## config.mk

```make
export PLATFORM = sky130hd
export DESIGN_NAME = c8_ctrl
export DESIGN_NICKNAME = d
export VERILOG_FILES = /design/src/c8_pkg.sv /design/src/c8_ctrl.sv
export SDC_FILE = /design/constraint.sdc
export NUM_CORES = 1
export LEC_CHECK = 0
export BUFFER_PORTS_ARGS = -buffer_cell sky130_fd_sc_hd__buf_4
export CAP_MARGIN = 30
export CORE_AREA = 2 2 89 91
export DETAILED_ROUTE_END_ITERATION = 10
export DIE_AREA = 0 0 91 93
export PLACE_DENSITY_LB_ADDON = 0.15
export SLEW_MARGIN = 10
export SYNTH_ARGS = -nofsm -noshare
export SYNTH_HDL_FRONTEND = slang
export SYNTH_SLANG_ARGS = --single-unit
```

## constraint.sdc

```tcl
create_clock -name i_clk -period 2.65 [get_ports i_clk]
set_clock_uncertainty 0.1 [all_clocks]
set_input_delay 0.1325 -clock i_clk [delete_from_list [all_inputs] [get_ports i_clk]]
set_output_delay 0.1325 -clock i_clk [all_outputs]
set_load 0.01 [all_outputs]
```

## src/c8_pkg.sv

```systemverilog
// Shared types, constants and tables of the CHIP-8 instruction core
`timescale 1ns / 1ps

package c8_pkg;

    // Sizes (screen sizes are powers of two)
    localparam int MEM_BYTES   = 4096;
    localparam int MEM_AW      = 12;
    localparam int SCREEN_W    = 64;
    localparam int SCREEN_H    = 32;
    localparam int X_AW        = $clog2(SCREEN_W);
    localparam int Y_AW        = $clog2(SCREEN_H);
    localparam int FONT_BASE   = 80;
    localparam int FONT_BYTES  = 80;
    localparam int STACK_DEPTH = 16;
    localparam int SP_W        = $clog2(STACK_DEPTH);
    localparam int NUM_REGS    = 16;

    localparam logic [15:0] PC_RESET = 16'h0200;

    // Request modes
    localparam logic [1:0] MODE_STEP  = 2'd0;
    localparam logic [1:0] MODE_LOAD  = 2'd1;
    localparam logic [1:0] MODE_PIXEL = 2'd2;
    localparam logic [1:0] MODE_REG   = 2'd3;

    // Opcode groups (top nibble)
    localparam logic [3:0] GRP_SYS  = 4'h0;
    localparam logic [3:0] GRP_JP   = 4'h1;
    localparam logic [3:0] GRP_CALL = 4'h2;
    localparam logic [3:0] GRP_SEI  = 4'h3;
    localparam logic [3:0] GRP_SNEI = 4'h4;
    localparam logic [3:0] GRP_SER  = 4'h5;
    localparam logic [3:0] GRP_LDI  = 4'h6;
    localparam logic [3:0] GRP_ADDI = 4'h7;
    localparam logic [3:0] GRP_ALU  = 4'h8;
    localparam logic [3:0] GRP_SNER = 4'h9;
    localparam logic [3:0] GRP_IDX  = 4'hA;
    localparam logic [3:0] GRP_JPV0 = 4'hB;
    localparam logic [3:0] GRP_DRW  = 4'hD;
    localparam logic [3:0] GRP_MISC = 4'hF;

    localparam logic [15:0] OPC_CLS = 16'h00E0;
    localparam logic [15:0] OPC_RET = 16'h00EE;

    // ALU sub-codes
    localparam logic [3:0] ALU_MOV  = 4'h0;
    localparam logic [3:0] ALU_OR   = 4'h1;
    localparam logic [3:0] ALU_AND  = 4'h2;
    localparam logic [3:0] ALU_XOR  = 4'h3;
    localparam logic [3:0] ALU_ADD  = 4'h4;
    localparam logic [3:0] ALU_SUB  = 4'h5;
    localparam logic [3:0] ALU_SHR  = 4'h6;
    localparam logic [3:0] ALU_SUBN = 4'h7;
    localparam logic [3:0] ALU_SHL  = 4'hE;

    // Misc sub-codes
    localparam logic [7:0] F_GETDLY = 8'h07;
    localparam logic [7:0] F_SETDLY = 8'h15;
    localparam logic [7:0] F_SETSND = 8'h18;
    localparam logic [7:0] F_ADDIDX = 8'h1E;
    localparam logic [7:0] F_FONT   = 8'h29;
    localparam logic [7:0] F_BCD    = 8'h33;
    localparam logic [7:0] F_STORE  = 8'h55;
    localparam logic [7:0] F_LOAD   = 8'h65;

    // Datapath micro-operations
    localparam logic [4:0] UOP_NOP     = 5'd0;
    localparam logic [4:0] UOP_CLEAR   = 5'd1;
    localparam logic [4:0] UOP_TAKE    = 5'd2;
    localparam logic [4:0] UOP_LOAD    = 5'd3;
    localparam logic [4:0] UOP_PIX_RD  = 5'd4;
    localparam logic [4:0] UOP_PIX_OUT = 5'd5;
    localparam logic [4:0] UOP_REG_RD  = 5'd6;
    localparam logic [4:0] UOP_REG_OUT = 5'd7;
    localparam logic [4:0] UOP_FETCH0  = 5'd8;
    localparam logic [4:0] UOP_FETCH1  = 5'd9;
    localparam logic [4:0] UOP_FETCH2  = 5'd10;
    localparam logic [4:0] UOP_RD_Y    = 5'd11;
    localparam logic [4:0] UOP_RD_0    = 5'd12;
    localparam logic [4:0] UOP_RD_END  = 5'd13;
    localparam logic [4:0] UOP_EXEC    = 5'd14;
    localparam logic [4:0] UOP_WR_F    = 5'd15;
    localparam logic [4:0] UOP_WR_X    = 5'd16;
    localparam logic [4:0] UOP_DRW_MRD = 5'd17;
    localparam logic [4:0] UOP_DRW_FRD = 5'd18;
    localparam logic [4:0] UOP_DRW_WR  = 5'd19;
    localparam logic [4:0] UOP_DRW_END = 5'd20;
    localparam logic [4:0] UOP_BCD     = 5'd21;
    localparam logic [4:0] UOP_ST_RD   = 5'd22;
    localparam logic [4:0] UOP_ST_WR   = 5'd23;
    localparam logic [4:0] UOP_LD_RD   = 5'd24;
    localparam logic [4:0] UOP_LD_WR   = 5'd25;
    localparam logic [4:0] UOP_FINISH  = 5'd26;

    typedef struct packed {
        logic [1:0]  mode;
        logic [11:0] load_address;
        logic [7:0]  load_data;
        logic [5:0]  pixel_x;
        logic [4:0]  pixel_y;
        logic [3:0]  reg_index;
    } t_in_item;

    typedef struct packed {
        logic [7:0]  read_value;
        logic [15:0] program_counter;
        logic [15:0] executed_opcode;
        logic        sound_on;
        logic        display_changed;
    } t_out_item;

    typedef struct packed {
        logic [4:0]  uop;
        logic [11:0] cnt;
    } t_cmd;

    typedef struct packed {
        logic [15:0] op;
        logic        wr_flag;
        logic        wr_x;
        logic        rsp_busy;
    } t_status;

    localparam logic [7:0] FONT_ROM [0:FONT_BYTES-1] = '{
        8'hF0, 8'h90, 8'h90, 8'h90, 8'hF0, 8'h20, 8'h60, 8'h20, 8'h20, 8'h70,
        8'hF0, 8'h10, 8'hF0, 8'h80, 8'hF0, 8'hF0, 8'h10, 8'hF0, 8'h10, 8'hF0,
        8'h90, 8'h90, 8'hF0, 8'h10, 8'h10, 8'hF0, 8'h80, 8'hF0, 8'h10, 8'hF0,
        8'hF0, 8'h80, 8'hF0, 8'h90, 8'hF0, 8'hF0, 8'h10, 8'h20, 8'h40, 8'h40,
        8'hF0, 8'h90, 8'hF0, 8'h90, 8'hF0, 8'hF0, 8'h90, 8'hF0, 8'h10, 8'hF0,
        8'hF0, 8'h90, 8'hF0, 8'h90, 8'h90, 8'hE0, 8'h90, 8'hE0, 8'h90, 8'hE0,
        8'hF0, 8'h80, 8'h80, 8'h80, 8'hF0, 8'hE0, 8'h90, 8'h90, 8'h90, 8'hE0,
        8'hF0, 8'h80, 8'hF0, 8'h80, 8'hF0, 8'hF0, 8'h80, 8'hF0, 8'h80, 8'h80
    };

    // Reset content of a memory byte: glyph inside the font window, else zero
    function automatic logic [7:0] font_byte(input logic [MEM_AW-1:0] a);
        logic [MEM_AW-1:0] off;
        off = a - MEM_AW'(FONT_BASE);
        if (a >= MEM_AW'(FONT_BASE) && a < MEM_AW'(FONT_BASE + FONT_BYTES)) begin
            return FONT_ROM[off[6:0]];
        end
        return 8'h00;
    endfunction

endpackage

```

## src/c8_ctrl.sv

```systemverilog
// Sequencing state machine of the CHIP-8 instruction core
`timescale 1ns / 1ps

module c8_ctrl (
    input  logic             i_clk,
    input  logic             i_rst_n,
    input  logic             i_req_valid,
    input  logic [1:0]       i_req_mode,
    output logic             o_req_ready,
    output c8_pkg::t_cmd     o_cmd,
    input  c8_pkg::t_status  i_st
);

    localparam logic [4:0] S_CLEAR  = 5'd0;
    localparam logic [4:0] S_IDLE   = 5'd1;
    localparam logic [4:0] S_LOAD   = 5'd2;
    localparam logic [4:0] S_PIXRD  = 5'd3;
    localparam logic [4:0] S_PIXOUT = 5'd4;
    localparam logic [4:0] S_REGRD  = 5'd5;
    localparam logic [4:0] S_REGOUT = 5'd6;
    localparam logic [4:0] S_F0     = 5'd7;
    localparam logic [4:0] S_F1     = 5'd8;
    localparam logic [4:0] S_F2     = 5'd9;
    localparam logic [4:0] S_RY     = 5'd10;
    localparam logic [4:0] S_R0     = 5'd11;
    localparam logic [4:0] S_REND   = 5'd12;
    localparam logic [4:0] S_EXEC   = 5'd13;
    localparam logic [4:0] S_WRF    = 5'd14;
    localparam logic [4:0] S_WRX    = 5'd15;
    localparam logic [4:0] S_DMRD   = 5'd16;
    localparam logic [4:0] S_DFRD   = 5'd17;
    localparam logic [4:0] S_DWR    = 5'd18;
    localparam logic [4:0] S_DEND   = 5'd19;
    localparam logic [4:0] S_BCD    = 5'd20;
    localparam logic [4:0] S_STRD   = 5'd21;
    localparam logic [4:0] S_STWR   = 5'd22;
    localparam logic [4:0] S_LDRD   = 5'd23;
    localparam logic [4:0] S_LDWR   = 5'd24;
    localparam logic [4:0] S_FIN    = 5'd25;

    localparam logic [11:0] MEM_LAST = 12'(c8_pkg::MEM_BYTES - 1);

    logic [4:0]  r_state, n_state;
    logic [11:0] r_cnt, n_cnt;
    logic [4:0]  uop;
    logic [3:0]  grp, op_x, op_n;
    logic [7:0]  op_nn;

    assign grp   = i_st.op[15:12];
    assign op_x  = i_st.op[11:8];
    assign op_n  = i_st.op[3:0];
    assign op_nn = i_st.op[7:0];

    // Pick the next state and the micro-operation of this cycle
    always_comb begin
        n_state     = r_state;
        n_cnt       = r_cnt;
        uop         = c8_pkg::UOP_NOP;
        o_req_ready = 1'b0;
        unique case (r_state)
            S_CLEAR: begin
                uop   = c8_pkg::UOP_CLEAR;
                n_cnt = r_cnt + 12'd1;
                if (r_cnt == MEM_LAST) begin
                    n_state = S_IDLE;
                    n_cnt   = '0;
                end
            end
            S_IDLE: begin
                o_req_ready = 1'b1;
                if (i_req_valid) begin
                    uop = c8_pkg::UOP_TAKE;
                    unique case (i_req_mode)
                        c8_pkg::MODE_STEP:  n_state = S_F0;
                        c8_pkg::MODE_LOAD:  n_state = S_LOAD;
                        c8_pkg::MODE_PIXEL: n_state = S_PIXRD;
                        c8_pkg::MODE_REG:   n_state = S_REGRD;
                    endcase
                end
            end
            S_LOAD: begin
                uop     = c8_pkg::UOP_LOAD;
                n_state = S_FIN;
            end
            S_PIXRD: begin
                uop     = c8_pkg::UOP_PIX_RD;
                n_state = S_PIXOUT;
            end
            S_PIXOUT: begin
                uop     = c8_pkg::UOP_PIX_OUT;
                n_state = S_FIN;
            end
            S_REGRD: begin
                uop     = c8_pkg::UOP_REG_RD;
                n_state = S_REGOUT;
            end
            S_REGOUT: begin
                uop     = c8_pkg::UOP_REG_OUT;
                n_state = S_FIN;
            end
            S_F0: begin
                uop     = c8_pkg::UOP_FETCH0;
                n_state = S_F1;
            end
            S_F1: begin
                uop     = c8_pkg::UOP_FETCH1;
                n_state = S_F2;
            end
            S_F2: begin
                uop     = c8_pkg::UOP_FETCH2;
                n_state = S_RY;
            end
            S_RY: begin
                uop     = c8_pkg::UOP_RD_Y;
                n_state = S_R0;
            end
            S_R0: begin
                uop     = c8_pkg::UOP_RD_0;
                n_state = S_REND;
            end
            S_REND: begin
                uop     = c8_pkg::UOP_RD_END;
                n_state = S_EXEC;
            end
            // Branch to the multi-step opcodes, the register writes or the finish
            S_EXEC: begin
                uop   = c8_pkg::UOP_EXEC;
                n_cnt = '0;
                if (grp == c8_pkg::GRP_DRW) begin
                    n_state = (op_n == 4'h0) ? S_DEND : S_DMRD;
                end else if (grp == c8_pkg::GRP_MISC && op_nn == c8_pkg::F_BCD) begin
                    n_state = S_BCD;
                end else if (grp == c8_pkg::GRP_MISC && op_nn == c8_pkg::F_STORE) begin
                    n_state = S_STRD;
                end else if (grp == c8_pkg::GRP_MISC && op_nn == c8_pkg::F_LOAD) begin
                    n_state = S_LDRD;
                end else if (i_st.wr_flag) begin
                    n_state = S_WRF;
                end else if (i_st.wr_x) begin
                    n_state = S_WRX;
                end else begin
                    n_state = S_FIN;
                end
            end
            S_WRF: begin
                uop     = c8_pkg::UOP_WR_F;
                n_state = S_WRX;
            end
            S_WRX: begin
                uop     = c8_pkg::UOP_WR_X;
                n_state = S_FIN;
            end
            S_DMRD: begin
                uop     = c8_pkg::UOP_DRW_MRD;
                n_state = S_DFRD;
            end
            S_DFRD: begin
                uop     = c8_pkg::UOP_DRW_FRD;
                n_state = S_DWR;
            end
            S_DWR: begin
                uop = c8_pkg::UOP_DRW_WR;
                if (r_cnt[3:0] == op_n - 4'd1) begin
                    n_state = S_DEND;
                end else begin
                    n_cnt   = r_cnt + 12'd1;
                    n_state = S_DMRD;
                end
            end
            S_DEND: begin
                uop     = c8_pkg::UOP_DRW_END;
                n_state = S_FIN;
            end
            S_BCD: begin
                uop   = c8_pkg::UOP_BCD;
                n_cnt = r_cnt + 12'd1;
                if (r_cnt[1:0] == 2'd2) begin
                    n_state = S_FIN;
                end
            end
            S_STRD: begin
                uop     = c8_pkg::UOP_ST_RD;
                n_state = S_STWR;
            end
            S_STWR: begin
                uop = c8_pkg::UOP_ST_WR;
                if (r_cnt[3:0] == op_x) begin
                    n_state = S_FIN;
                end else begin
                    n_cnt   = r_cnt + 12'd1;
                    n_state = S_STRD;
                end
            end
            S_LDRD: begin
                uop     = c8_pkg::UOP_LD_RD;
                n_state = S_LDWR;
            end
            S_LDWR: begin
                uop = c8_pkg::UOP_LD_WR;
                if (r_cnt[3:0] == op_x) begin
                    n_state = S_FIN;
                end else begin
                    n_cnt   = r_cnt + 12'd1;
                    n_state = S_LDRD;
                end
            end
            // Hold until the response register is free
            S_FIN: begin
                if (!i_st.rsp_busy) begin
                    uop     = c8_pkg::UOP_FINISH;
                    n_state = S_IDLE;
                end
            end
            default: begin
                n_state = S_IDLE;
            end
        endcase
    end

    always_ff @(posedge i_clk) begin
        if (!i_rst_n) begin
            r_state <= S_CLEAR;
            r_cnt   <= '0;
        end else begin
            r_state <= n_state;
            r_cnt   <= n_cnt;
        end
    end

    assign o_cmd.uop = uop;
    assign o_cmd.cnt = r_cnt;

endmodule

```

==> key figures <==
Status
  – Status: complete, no violations

Floorplan
  – Chip width: 91 microns
  – Chip Height: 93 microns
  – Initial core utilization: 24.2%
  – Rows: 32
  – Die area: 0.00846 sq mm
  – Num ports: 42
  – Area of the core: between 0.007 and 0.008 sq mm

Route
  – Highest routed layer: met4
  – Met1 WL: roughly 2800 microns
  – Drt total wl: 5750 microns
  – Vias per cell: 5.16
  – DRT iter0 DRCs: 168
  – Avg WL per Cell: 14.6 microns
  – Drt pass-1 iters: 4
  – Met2 wire len: 2520 microns
  – DR vias: slightly above 2,000
  – Routed wl met3: between 300 and 400 microns
  – Remaining antenna violation count: 0
  – Number of remaining DRC errors: 0

Yosys
  – Avg Inst Size Synth: 7.26 sq um
  – Top cell type's share of synthesized area: 18.7%
  – Ys flop type: dfxtp_1
  – Syn_nets: ~280
  – #FFs+latches synth: 17
  – Number of distinct library cells after synthesis: between 60 and 70
  – Syn. warnings: 0
  – Syn Std Cell Area: 0.00182 sq mm
  – Asr flop ratio synth: 0%
  – Synth top area cells: dfxtp_1, ha_1, o21ai_0, a21oi_1, nand2_1
  – Synth Instances: 251
  – Post-synth top area cell: dfxtp_1
  – Sequential fraction of the synthesis area: about a fifth
  – EDFF count, synth: 0

Place
  – Placed cell count: 390
  – Global placement routability congestion: about 0.85
  – PortBufs: 41
  – Post-DP Area: roughly 0.0023 sq mm
  – Pre-CTS setup slack: 0.332 ns
  – Hpwl dp: 4460 microns

Clock tree
  – Num CTS Buffers: 3
  – Worst-Skew Late Latency: ~0.26 ns
  – Post-cts sizing count: 0
  – Clock Path Buffers: 2
  – CTS Hold Bufs: 0
  – CTS Sinks: 17
  – Reg clk slew, reported paths: 0.08 ns
  – CTS tree: yes
  – Root Buffer: clkbuf_8
  – Post-CTS repair timing setup buffer count: 0
  – H-tree levels: 1

Finish
  – Post-layout nets: between 300 and 400
  – Number of diodes: 0
  – Final instance area: 0.00231 sq mm
  – Finished Layout Cells: around 400
  – Commonest cells after routing, fill and taps aside: buf_4, nand2_1, nor2_1
  – Layout area overhead: 27.1%
  – Most common cell after layout, fill and taps aside: buf_4
  – Share of layout cells above drive strength 1: 22.9%

GRT
  – Largest net degree at the start of global routing: 25
  – GRT Resource Usage Total: 14.1%
  – Vias in the first global route: roughly 1,900
  – First-pass GRT wire length: between 9000 and 10,000 microns
  – Grt ovf: 0
  – Antenna violations before repair: 0

Pwr
  – Cell leakage power: slightly below 1 nW
  – Pwr Density: 250 mW/mm^2
  – Pwr Total: 0.000579 W
  – Worst-case vdd ir drop: 0.136 mV

STA
  – TNS Setup: 0 ns
  – Measured slew at the worst slew-check pin: 0.547 ns
  – Final period utilization: 88.2%
  – Setup WS post-layout: roughly 0.31 ns
  – Max_slew headroom: around 63%
  – Final hold vios: 0
  – Final Setup Violations: 0
  – Peak Freq: roughly 430 MHz
  – RSZ-0062 raised after global routing: no
  – Crit path time final: 2.34 ns
  – Slew Limit Fails: 0

Setup path
  – Cell-by-cell trace of the critical path: ha_1, and2_1, and4_1, o22ai_2, nand2_1, or3_1, mux2i_1
  – Critical path startpoint category: flip-flop
  – Crit path DAT: 2.43 ns
  – Worst Path Max Fanout: 8
  – Crit-path slowest cell: dfxtp_1
  – Worst path required time: 2.75 ns
  – WS Path Type: flip-flop to flip-flop
  – Crit path capture type: flip-flop
  – Critical path's largest stage delay: roughly 0.41 ns

Flow run
  – Max_cap viols: 0

Worst hold path
  – Hold Crit Class: input port to flip-flop
-- layout make-up --
type / count / area [sq um]
fill: 875 / 5210
multi-input combinational: 209 / 1370
timing repair buffer: 53 / 398
sequential: 17 / 340
tap: 102 / 128
clock buffer: 3 / 41.3
inverter: 9 / 33.8
clock inverter: 1 / 5.00
-- per-stage QoR --
stage	hold slack (ns)	utilization [%]
6_report	0.143	30.8
5_1_grt	0.155	30.8
3_5_place_dp	0.392	30.1
2_1_floorplan	0.264	-
4_1_cts	0.138	30.8
3_3_place_gp	0.398	30.1
-- state kept, by name (all words and copies together) (netlist names) --
| register | count |
|---|---|
| r_cnt | 12 |
| r_state | 5 |
-- routing by layer --
layer | global-route usage, % | vias up
li1 | - | 1022
met1 | 20.5 | 916
met5 | 0 | -
met3 | 2.01 | 12
met2 | 21.5 | 83
met4 | 4.04 | 0
-- Yosys cell counts, drive strengths merged, types with 3 or more instances --
library cell / count
nand2: 22
nor2: 20
o21ai: 19
a21oi: 18
dfxtp: 17
nand3: 12
buf: 8
clkbuf: 8
ha: 8
inv: 8
xor2: 8
o2bb2ai: 6
or3: 6
xnor2: 6
a31oi: 5
and2: 5
nand2b: 5
nor2b: 5
o22ai: 5
and4: 4
or3b: 4
and3: 3
nand4: 3
nand4b: 3
nor3: 3
-- critical path, delay by kind of cell, from the launching register on --
kind,cells,cell delay [ns]
AOI/OAI and AO/OA,1,0.35
adders and majority gates,1,0.30
DFF,1,0.41
muxes,1,0.12
and+or+nand+nor,4,0.99
-- cells by family after synthesis --
group	after synthesis	share of synthesized area, %
mux	1	0.549
fa+ha+maj	8	5.49
buf+inv	25	6.18
xor+xnor	14	6.73
compound gates	80	29.5
flops	17	18.7
simple gates	106	32.8
-- final timing paths --
kind / startpoint / endpoint / slack, ns / depth (start not counted)
max: r_cnt[0] / r_cnt[4] / 0.31 / 7
min: i_rst_n / r_state[3] / 0.14 / 2
max reg2reg: r_cnt[0] / r_cnt[4] / 0.31 / 7
min reg2reg: r_cnt[10] / r_cnt[10] / 0.41 / 1
-- power by group --
part | leakage (nW) | total (W) | switching, W | internal (W)
clock network | 0.0255 | 0.000206 | 0.000101 | 0.000105
registers | 0.138 | 0.000269 | 0.00000959 | 0.000259
logic | 0.808 | 0.000105 | 0.0000482 | 0.0000565
total | 0.971 | 0.000579 | 0.000159 | 0.000420
No activity file was read; power rests on OpenSTA's default activity.
